File: config.mk
export PLATFORM = sky130hd
export DESIGN_NAME = mi4c_ctrl
export DESIGN_NICKNAME = d
export VERILOG_FILES = /design/src/hw/rtl/mi4c_pkg.sv /design/src/hw/rtl/mi4c_ctrl.sv
export SDC_FILE = /design/constraint.sdc
export NUM_CORES = 1
export LEC_CHECK = 0
export ABC_AREA = 1
export BUFFER_PORTS_ARGS = -buffer_cell sky130_fd_sc_hd__buf_2
export CORE_MARGIN = 2
export CORE_UTILIZATION = 62
export DETAILED_ROUTE_END_ITERATION = 12
export PLACE_DENSITY = 0.95
export SLEW_MARGIN = 20
export SYNTH_ARGS = -nofsm -noshare
export SYNTH_HDL_FRONTEND = slang
export SYNTH_SLANG_ARGS = --single-unit
File: constraint.sdc
create_clock -name clk -period 3.5 [get_ports clk]
set_input_delay 0.525 -clock clk [delete_from_list [all_inputs] [get_ports clk]]
set_output_delay 0.525 -clock clk [all_outputs]
set_load 0.01 [all_outputs]
File: src/hw/rtl/mi4c_pkg.sv
// ============================================================================
// mi4c_pkg
// Shared constants, datapath operation codes and the controller/datapath
// command and status structs of the 4x4 matrix inverse block.
// ============================================================================
package mi4c_pkg;

  // Default element format: signed Q16.16
  localparam int ELEMENT_BITS_DEF = 32;
  localparam int FRAC_BITS_DEF    = 16;

  // Matrix geometry
  localparam int DIM       = 4;
  localparam int ADDR_BITS = 4;

  // Datapath operation codes
  localparam logic [3:0] OP_NONE     = 4'd0;
  localparam logic [3:0] OP_MUL1     = 4'd1;  // prod <= a*b
  localparam logic [3:0] OP_MUL2     = 4'd2;  // t <= prod, prod <= a*b
  localparam logic [3:0] OP_TLOAD    = 4'd3;  // mcand <= t - prod, mplier <= a
  localparam logic [3:0] OP_SER_COF  = 4'd4;  // one shift-add step into cofactor
  localparam logic [3:0] OP_DLOAD    = 4'd5;  // mcand <= cofactor, mplier <= a
  localparam logic [3:0] OP_SER_DET  = 4'd6;  // one shift-add step into determinant
  localparam logic [3:0] OP_DMAG     = 4'd7;  // latch |det|
  localparam logic [3:0] OP_DIV_INIT = 4'd8;  // load divider from cofactor
  localparam logic [3:0] OP_DIV_STEP = 4'd9;  // one restoring division step
  localparam logic [3:0] OP_RESULT   = 4'd10; // saturate quotient into output
  localparam logic [3:0] OP_SINGULAR = 4'd11; // singular marker into output

  // Controller to datapath
  typedef struct packed {
    logic                 wr_en;
    logic [ADDR_BITS-1:0] wr_addr;
    logic [ADDR_BITS-1:0] rd_addr0;
    logic [ADDR_BITS-1:0] rd_addr1;
    logic [3:0]           op;
    logic                 sub;     // accumulate with minus sign
    logic                 msb;     // multiplier sign bit step
    logic                 last;    // final result of the run
    logic                 clr_cof;
    logic                 clr_det;
  } dp_cmd_t;

  // Datapath to controller
  typedef struct packed {
    logic det_zero;
  } dp_stat_t;

endpackage

File: src/hw/rtl/mi4c_ctrl.sv
// ============================================================================
// mi4c_ctrl
// Controller: load sequencing, cofactor address generation, serial and
// divider step counting, result handshake.
// ============================================================================
module mi4c_ctrl #(
  parameter int ELEMENT_BITS = mi4c_pkg::ELEMENT_BITS_DEF,
  parameter int FRAC_BITS    = mi4c_pkg::FRAC_BITS_DEF
) (
  input  logic               clk,
  input  logic               rst,
  input  logic               s_tvalid,
  output logic               s_tready,
  output logic               m_tvalid,
  input  logic               m_tready,
  output mi4c_pkg::dp_cmd_t  cmd,
  input  mi4c_pkg::dp_stat_t stat
);

  localparam int NB   = 3 * ELEMENT_BITS + 1 + 2 * FRAC_BITS;
  localparam int CNTW = $clog2(NB);

  localparam logic [3:0] S_LOAD  = 4'd0;
  localparam logic [3:0] S_MA    = 4'd1;
  localparam logic [3:0] S_MB    = 4'd2;
  localparam logic [3:0] S_MC    = 4'd3;
  localparam logic [3:0] S_MD    = 4'd4;
  localparam logic [3:0] S_SER   = 4'd5;
  localparam logic [3:0] S_DA    = 4'd6;
  localparam logic [3:0] S_DB    = 4'd7;
  localparam logic [3:0] S_DSER  = 4'd8;
  localparam logic [3:0] S_CHK   = 4'd9;
  localparam logic [3:0] S_SING  = 4'd10;
  localparam logic [3:0] S_DINIT = 4'd11;
  localparam logic [3:0] S_DIV   = 4'd12;
  localparam logic [3:0] S_RES   = 4'd13;
  localparam logic [3:0] S_EMIT  = 4'd14;

  logic [3:0]      state, state_next;
  logic [CNTW-1:0] cnt, cnt_next;
  logic [3:0]      idx, idx_next;
  logic [1:0]      j, j_next;
  logic            inv, inv_next;
  logic            fin, fin_next;
  logic [3:0]      lcnt, lcnt_next;

  logic [1:0] crow, ccol, a_l, b_l;
  logic [1:0] sr0, sr1, sr2, sc_a, sc_b, sc_j;
  logic       ser_last, div_last;

  // Index of submatrix line k after removing line x
  function automatic logic [1:0] skip(input logic [1:0] k, input logic [1:0] x);
    skip = (k < x) ? k : (k + 2'd1);
  endfunction

  // Cofactor being formed: row 0 during determinant, transposed during inverse
  assign crow = inv ? idx[1:0] : 2'd0;
  assign ccol = inv ? idx[3:2] : idx[1:0];
  assign a_l  = (j == 2'd0) ? 2'd1 : 2'd0;
  assign b_l  = (j == 2'd2) ? 2'd1 : 2'd2;
  assign sr0  = skip(2'd0, crow);
  assign sr1  = skip(2'd1, crow);
  assign sr2  = skip(2'd2, crow);
  assign sc_a = skip(a_l, ccol);
  assign sc_b = skip(b_l, ccol);
  assign sc_j = skip(j, ccol);

  assign ser_last = (cnt == CNTW'(ELEMENT_BITS - 1));
  assign div_last = (cnt == CNTW'(NB - 1));

  assign s_tready = (state == S_LOAD);
  assign m_tvalid = (state == S_EMIT);

  // Next state and commands
  always_comb begin
    state_next = state;
    cnt_next   = cnt;
    idx_next   = idx;
    j_next     = j;
    inv_next   = inv;
    fin_next   = fin;
    lcnt_next  = lcnt;
    cmd        = '0;
    cmd.op     = mi4c_pkg::OP_NONE;
    case (state)
      S_LOAD: begin
        cmd.wr_en   = s_tvalid;
        cmd.wr_addr = lcnt;
        if (s_tvalid) begin
          lcnt_next = lcnt + 4'd1;
          if (lcnt == 4'd15) begin
            cmd.clr_det = 1'b1;
            state_next  = S_MA;
            idx_next    = '0;
            j_next      = '0;
            inv_next    = 1'b0;
            fin_next    = 1'b0;
          end
        end
      end
      S_MA: begin
        cmd.rd_addr0 = {sr1, sc_a};
        cmd.rd_addr1 = {sr2, sc_b};
        cmd.clr_cof  = (j == 2'd0);
        state_next   = S_MB;
      end
      S_MB: begin
        cmd.op       = mi4c_pkg::OP_MUL1;
        cmd.rd_addr0 = {sr1, sc_b};
        cmd.rd_addr1 = {sr2, sc_a};
        state_next   = S_MC;
      end
      S_MC: begin
        cmd.op       = mi4c_pkg::OP_MUL2;
        cmd.rd_addr0 = {sr0, sc_j};
        state_next   = S_MD;
      end
      S_MD: begin
        cmd.op     = mi4c_pkg::OP_TLOAD;
        cnt_next   = '0;
        state_next = S_SER;
      end
      S_SER: begin
        cmd.op  = mi4c_pkg::OP_SER_COF;
        cmd.sub = (j == 2'd1) ^ crow[0] ^ ccol[0];
        cmd.msb = ser_last;
        cnt_next = cnt + 1'b1;
        if (ser_last) begin
          if (j == 2'd2) begin
            j_next     = '0;
            state_next = inv ? S_DINIT : S_DA;
          end else begin
            j_next     = j + 2'd1;
            state_next = S_MA;
          end
        end
      end
      S_DA: begin
        cmd.rd_addr0 = {2'd0, idx[1:0]};
        state_next   = S_DB;
      end
      S_DB: begin
        cmd.op     = mi4c_pkg::OP_DLOAD;
        cnt_next   = '0;
        state_next = S_DSER;
      end
      S_DSER: begin
        cmd.op   = mi4c_pkg::OP_SER_DET;
        cmd.msb  = ser_last;
        cnt_next = cnt + 1'b1;
        if (ser_last) begin
          if (idx == 4'd3) begin
            state_next = S_CHK;
          end else begin
            idx_next   = idx + 4'd1;
            state_next = S_MA;
          end
        end
      end
      S_CHK: begin
        if (stat.det_zero) begin
          state_next = S_SING;
        end else begin
          cmd.op     = mi4c_pkg::OP_DMAG;
          idx_next   = '0;
          inv_next   = 1'b1;
          state_next = S_MA;
        end
      end
      S_SING: begin
        cmd.op     = mi4c_pkg::OP_SINGULAR;
        fin_next   = 1'b1;
        state_next = S_EMIT;
      end
      S_DINIT: begin
        cmd.op     = mi4c_pkg::OP_DIV_INIT;
        cnt_next   = '0;
        state_next = S_DIV;
      end
      S_DIV: begin
        cmd.op   = mi4c_pkg::OP_DIV_STEP;
        cnt_next = cnt + 1'b1;
        if (div_last) begin
          state_next = S_RES;
        end
      end
      S_RES: begin
        cmd.op     = mi4c_pkg::OP_RESULT;
        cmd.last   = (idx == 4'd15);
        fin_next   = (idx == 4'd15);
        state_next = S_EMIT;
      end
      S_EMIT: begin
        if (m_tready) begin
          if (fin) begin
            state_next = S_LOAD;
          end else begin
            idx_next   = idx + 4'd1;
            state_next = S_MA;
          end
        end
      end
      default: begin
        state_next = S_LOAD;
      end
    endcase
  end

  // Control registers
  always_ff @(posedge clk) begin
    if (rst) begin
      state <= S_LOAD;
      cnt   <= '0;
      idx   <= '0;
      j     <= '0;
      inv   <= 1'b0;
      fin   <= 1'b0;
      lcnt  <= '0;
    end else begin
      state <= state_next;
      cnt   <= cnt_next;
      idx   <= idx_next;
      j     <= j_next;
      inv   <= inv_next;
      fin   <= fin_next;
      lcnt  <= lcnt_next;
    end
  end

endmodule

# --- After elaboration in Yosys (flattened, before gate mapping) ---
# Index checks and enable logic that the tools add are counted.
totals:
  reg_bits: 24
  input_bits: 5
  out_inout_bits: 24
  word_cells: 121
classes:
  addsub: 6
  n_lt_le_gt_ge: 6
  n_eq_ne: 30
  muxes: 53
  bitwise_logic: 2
  reduce_logical: 17
ops:
  columns: ["op", "count"]
  rows:
  - ["4-bit 2-to-1 mux", 17]
  - ["4-bit one-hot mux with 14 select lines", 1]
  - ["4-bit one-hot mux with 11 select lines", 1]
  - ["4-bit equality test (second input constant)", 9]
  - ["4-bit one-hot mux with 4 select lines", 2]
  - ["2-bit 2-to-1 mux", 11]
  - ["4-bit by 3-bit equality test with 1-bit output (second input constant)", 4]
  - ["8-bit one-hot mux with 2 select lines", 1]
  - ["1-bit 2-to-1 mux", 14]
  - ["2-bit != test (second input constant)", 7]
  - ["4-bit by 2-bit equality test with 1-bit output (second input constant)", 3]
  - ["4-bit by 1-bit adder with 4-bit output (second input constant)", 2]
  - ["8-bit by 1-bit adder with 8-bit output (second input constant)", 1]
  - ["8-bit by 5-bit equality test with 1-bit output (second input constant)", 1]
  - ["8-bit equality test (second input constant)", 1]
  - ["4-bit one-hot mux with 2 select lines", 1]
  - ["4-bit AND reduction", 2]
  - ["8-bit AND reduction", 1]
  - ["6-bit AND reduction", 1]
  - ["2-bit nonzero test", 3]
  - ["3-bit OR reduction", 2]
  - ["5-bit 2-to-1 mux", 1]
  - ["2-bit by 1-bit adder with 2-bit output (second input constant)", 2]
  - ["4-bit by 1-bit equality test with 1-bit output (second input constant)", 1]
  - ["other kinds (20)", 25]

# --- Longest topological paths before layout ---
depth:
  ltp_word: 5
  ltp_mapped: 11
  depth_no_buf: 11

# --- Least setup slack after synthesis ---
# No wires, ideal clock.
synth_path:
  path_kind: "flip-flop to output port"
  from: "register idx[1]"
  to: "output port cmd[9] (netlist name)"
  arrival_ns: 1.648
  slack_ns: 1.327
  path_stages_with_launch: 9
  n_path_buf: 1
  path_cell_list: "dfxtp_1 > clkbuf_1 > inv_1 > o21ai_0 > inv_1 > ha_1 > o21ai_0 > nand2_1 > o21ai_0"
synth_lines:
  columns: ["element", "line", "source"]
  rows:
  - ["from (decl)", "mi4c_ctrl.sv:41", "logic [3:0] idx, idx_next;"]
  - ["from (signal assigned)", "mi4c_ctrl.sv:222", "idx <= idx_next;"]
  - ["to (decl)", "mi4c_ctrl.sv:16", "output mi4c_pkg::dp_cmd_t cmd,"]

==> summary.md <==
| Metric | Value |
|---|---|
| Count leader, synth | nand2_1 |
| R2r endpoint | state[1] |
| Starting Density | 65.0% |
| First-pass GRT wire length | 8360 um |
| Status | completed |
| Drt pass-1 iters | 4 |
| Net Count, Synth | 371 |
| Final period util | 77.5% |
| Worst hold stages | 2 |
| Initial antenna violation count | 0 |
| Synthesis-stage register bit count | 24 |
| Antenna Cells | 0 |
| Final Hold Fails | 0 |
| Final nets | 400 |
| Worst EP required | 2.97 ns |
| Non-filler cells, final | 426 |
| Post-CTS Repair Setup Buffers | 0 |
| Maximum Capacitance Violations | 0 |
| Synth Flop Type | dfxtp_1 |
| Main area contributors after synthesis | dfxtp_1 (24%), nand2_1 (19%), nor2_1 (13%) |
| Total negative slack | 0 ns |
| VDD IR-drop max | 0.338 mV |
| Gp weighted congestion | 0.967 |
| Unrepaired setup endpoints after global routing | no |
| RR Startpoint | state[0] |
| Post-synth top cells | nand2_1 (103), nor2_1 (67), inv_1 (49), nand3_1 (33), dfxtp_1 (24) |
| Final worst-path setup slack | 0.788 ns |
| Layout Utilization | 71.6% |
| Die height | 60.6 um |
| Max-slew violation count | 0 |
| Placed insts | 423 |
| Die area | 3670 um2 |
| Final Skew | 0.00792 ns |
| GRT Total Usage | 29.7% |
| CTS tree | done |
| Rel. slew slack | 64.1% |
| Vias in the first global route | 1966 |
| Cell taking the most area after synthesis | dfxtp_1 |
| Post-CTS sizing | 0 |
| IO Count | 29 |
| Die width | 60.6 um |
| Num Clock Sinks | 24 |
| Crit. End Element | primary output |
| # setup viols final | 0 |
| Area grow syn2layout | 10.2% |
| Clock-pin slew on the worst setup and hold paths | 0.13 ns |
| Vias per cell | 5.33 |
| Worst Max-Slew Pin Slew | 0.539 ns |
| Core region area | 3050 um2 |
| Crit. Startpoint | idx[1] |
| Ys async rst share | 0% |
| Overflow after GRT | 0 |
| Hold-fix buffers, CTS | 0 |
| WL/cell | 11.7 um |
| Post-Route WL | 5000 um |
| Synthesis warning total | 0 |
| DRC | 0 |
| Post-route ant nets | 0 |
| Clock H-tree levels | 1 |
| EDFF count, synth | 0 |
| Hold Path Class | input port to flip-flop |
| Buffers on Ports | 28 |
| Cells after synthesis | 355 |
| Hold Path Origin | rst |
| Place WS | 1.18 ns |
| Iter 0 DRT Violations | 219 |
| Register-to-register setup slack | 1.80 ns |
| Post-synth top area share | 24.2% |
| Synthesized area | 1980 um2 |
| Hpwl dp | 3880 um |
| Share of cells above drive strength 1 | 11.3% |
| Clk buf depth | 2 |
| CP Launch Type | flip-flop |
| Largest net degree at the start of global routing | 18 |
| Distinct cells, synth | 24 |
| Reg2Reg Depth | 9 |
| PwrDens | 611 nW/um2 |
| Fmax | 0.369 GHz |
| Vias | 2270 |
| Worst path arrival time | 2.19 ns |
| Site Rows | 20 |
| Pleak | 0.00114 uW |
| Worst Hold Path EP | cnt[7] |
| CTS Root Buffer Type | clkbuf_4 |
| CTS buffer count | 3 |
| Worst-path maximum fanout | 9 |
| Clock Latency Late Sink | 0.32 ns |
| CP Class | flip-flop to primary output |
| Tmin final | 2.71 ns |
| Syn avg cell area | 5.59 um2 |
| Post-synthesis sequential area ratio | 24.2% |
cells by family (layout without fill, tap and decap cells):
group	count (synthesis)	after routing	synth area share [%]
AOI/OAI and AO/OA	44	44	11.4
and+or+nand+nor	222	222	46.9
buffers and inverters	53	80	10.0
xor gates and xnor gates	1	1	0.442
adders and majority gates	11	11	6.94
DFF	24	24	24.2
layer usage:
layer | GRT usage [%] | part of all wire [%] | vias to the layer above
li1 | - | - | 1168
met1 | 39.3 | 45 | 993
met2 | 51.2 | 47 | 100
met3 | 2.56 | 6.5 | 9
met4 | 9.94 | 1.7 | 0
met5 | 0 | 0 | -
metrics by stage:
| step | total power (uW) | hold WS (ns) | cell area, um2 |
|---|---|---|---|
| 4_1_cts | 1330 | 0.472 | 2190 |
| 5_1_grt | 1480 | 0.476 | 2190 |
| 2_1_floorplan | 983 | 0.456 | 1980 |
| 3_3_place_gp | 1180 | 0.472 | 2160 |
| 3_5_place_dp | 1210 | 0.481 | 2160 |
| 6_report | 1340 | 0.483 | 2190 |
final cells by class:
type,count,area [um2]
sequential,24,480
inverter,49,184
multi-input combinational,278,1300
clock buffer,3,22.5
timing repair buffer,28,140
tap,44,55.1
fill,294,867
critical path, cell delays in order, from the launching register on:
cell and delay, ns:
dfxtp_1 0.50, inv_1 0.07, o21ai_0 0.23, inv_1 0.15, ha_1 0.33, o21ai_0 0.16
nand2_1 0.10, o21ai_0 0.17, buf_2 0.16
flip-flops by register name, summed over array words and instances (netlist names):
name and count:
j 2, lcnt 4, state 4, idx 4, fin 1, inv 1
cnt 8
worst max path at each step:
stage | endpoint | slack, ns
after floorplan | cmd[9] | 1.33
after global placement | cmd[13] | 1.35
after detailed placement | cmd[9] | 1.18
after CTS | cmd[9] | 0.81
after global routing | cmd[9] | 0.60
final | cmd[9] | 0.79
layout by cell type, fill, tap and decap left out:
master	synthesis	routed
nand2_1	103	103
nor2_1	67	67
inv_1	49	49
nand3_1	33	33
buf_2	0	28
dfxtp_1	24	24
a21oi_1	22	22
o21ai_0	19	19
ha_1	11	11
nor2_2	7	7
nor3_1	4	4
clkbuf_4	0	3
nand2_4	1	1
or2_1	1	1
nor4_1	1	1
nand2_2	1	1
a31oi_1	1	1
xor2_1	1	1
nand3_2	1	1
nor2_4	1	1
or2_2	1	1
a21o_1	1	1
nand4_1	1	1
a211oi_1	1	1
report_power, final:
part / switching [uW] / leakage [uW] / internal [uW]
sequential: 67.3 / 0.000195 / 319
clock: 82.0 / 0.0000138 / 40.4
combinational: 548 / 0.000926 / 279
No activity file was read; power rests on OpenSTA's default activity.
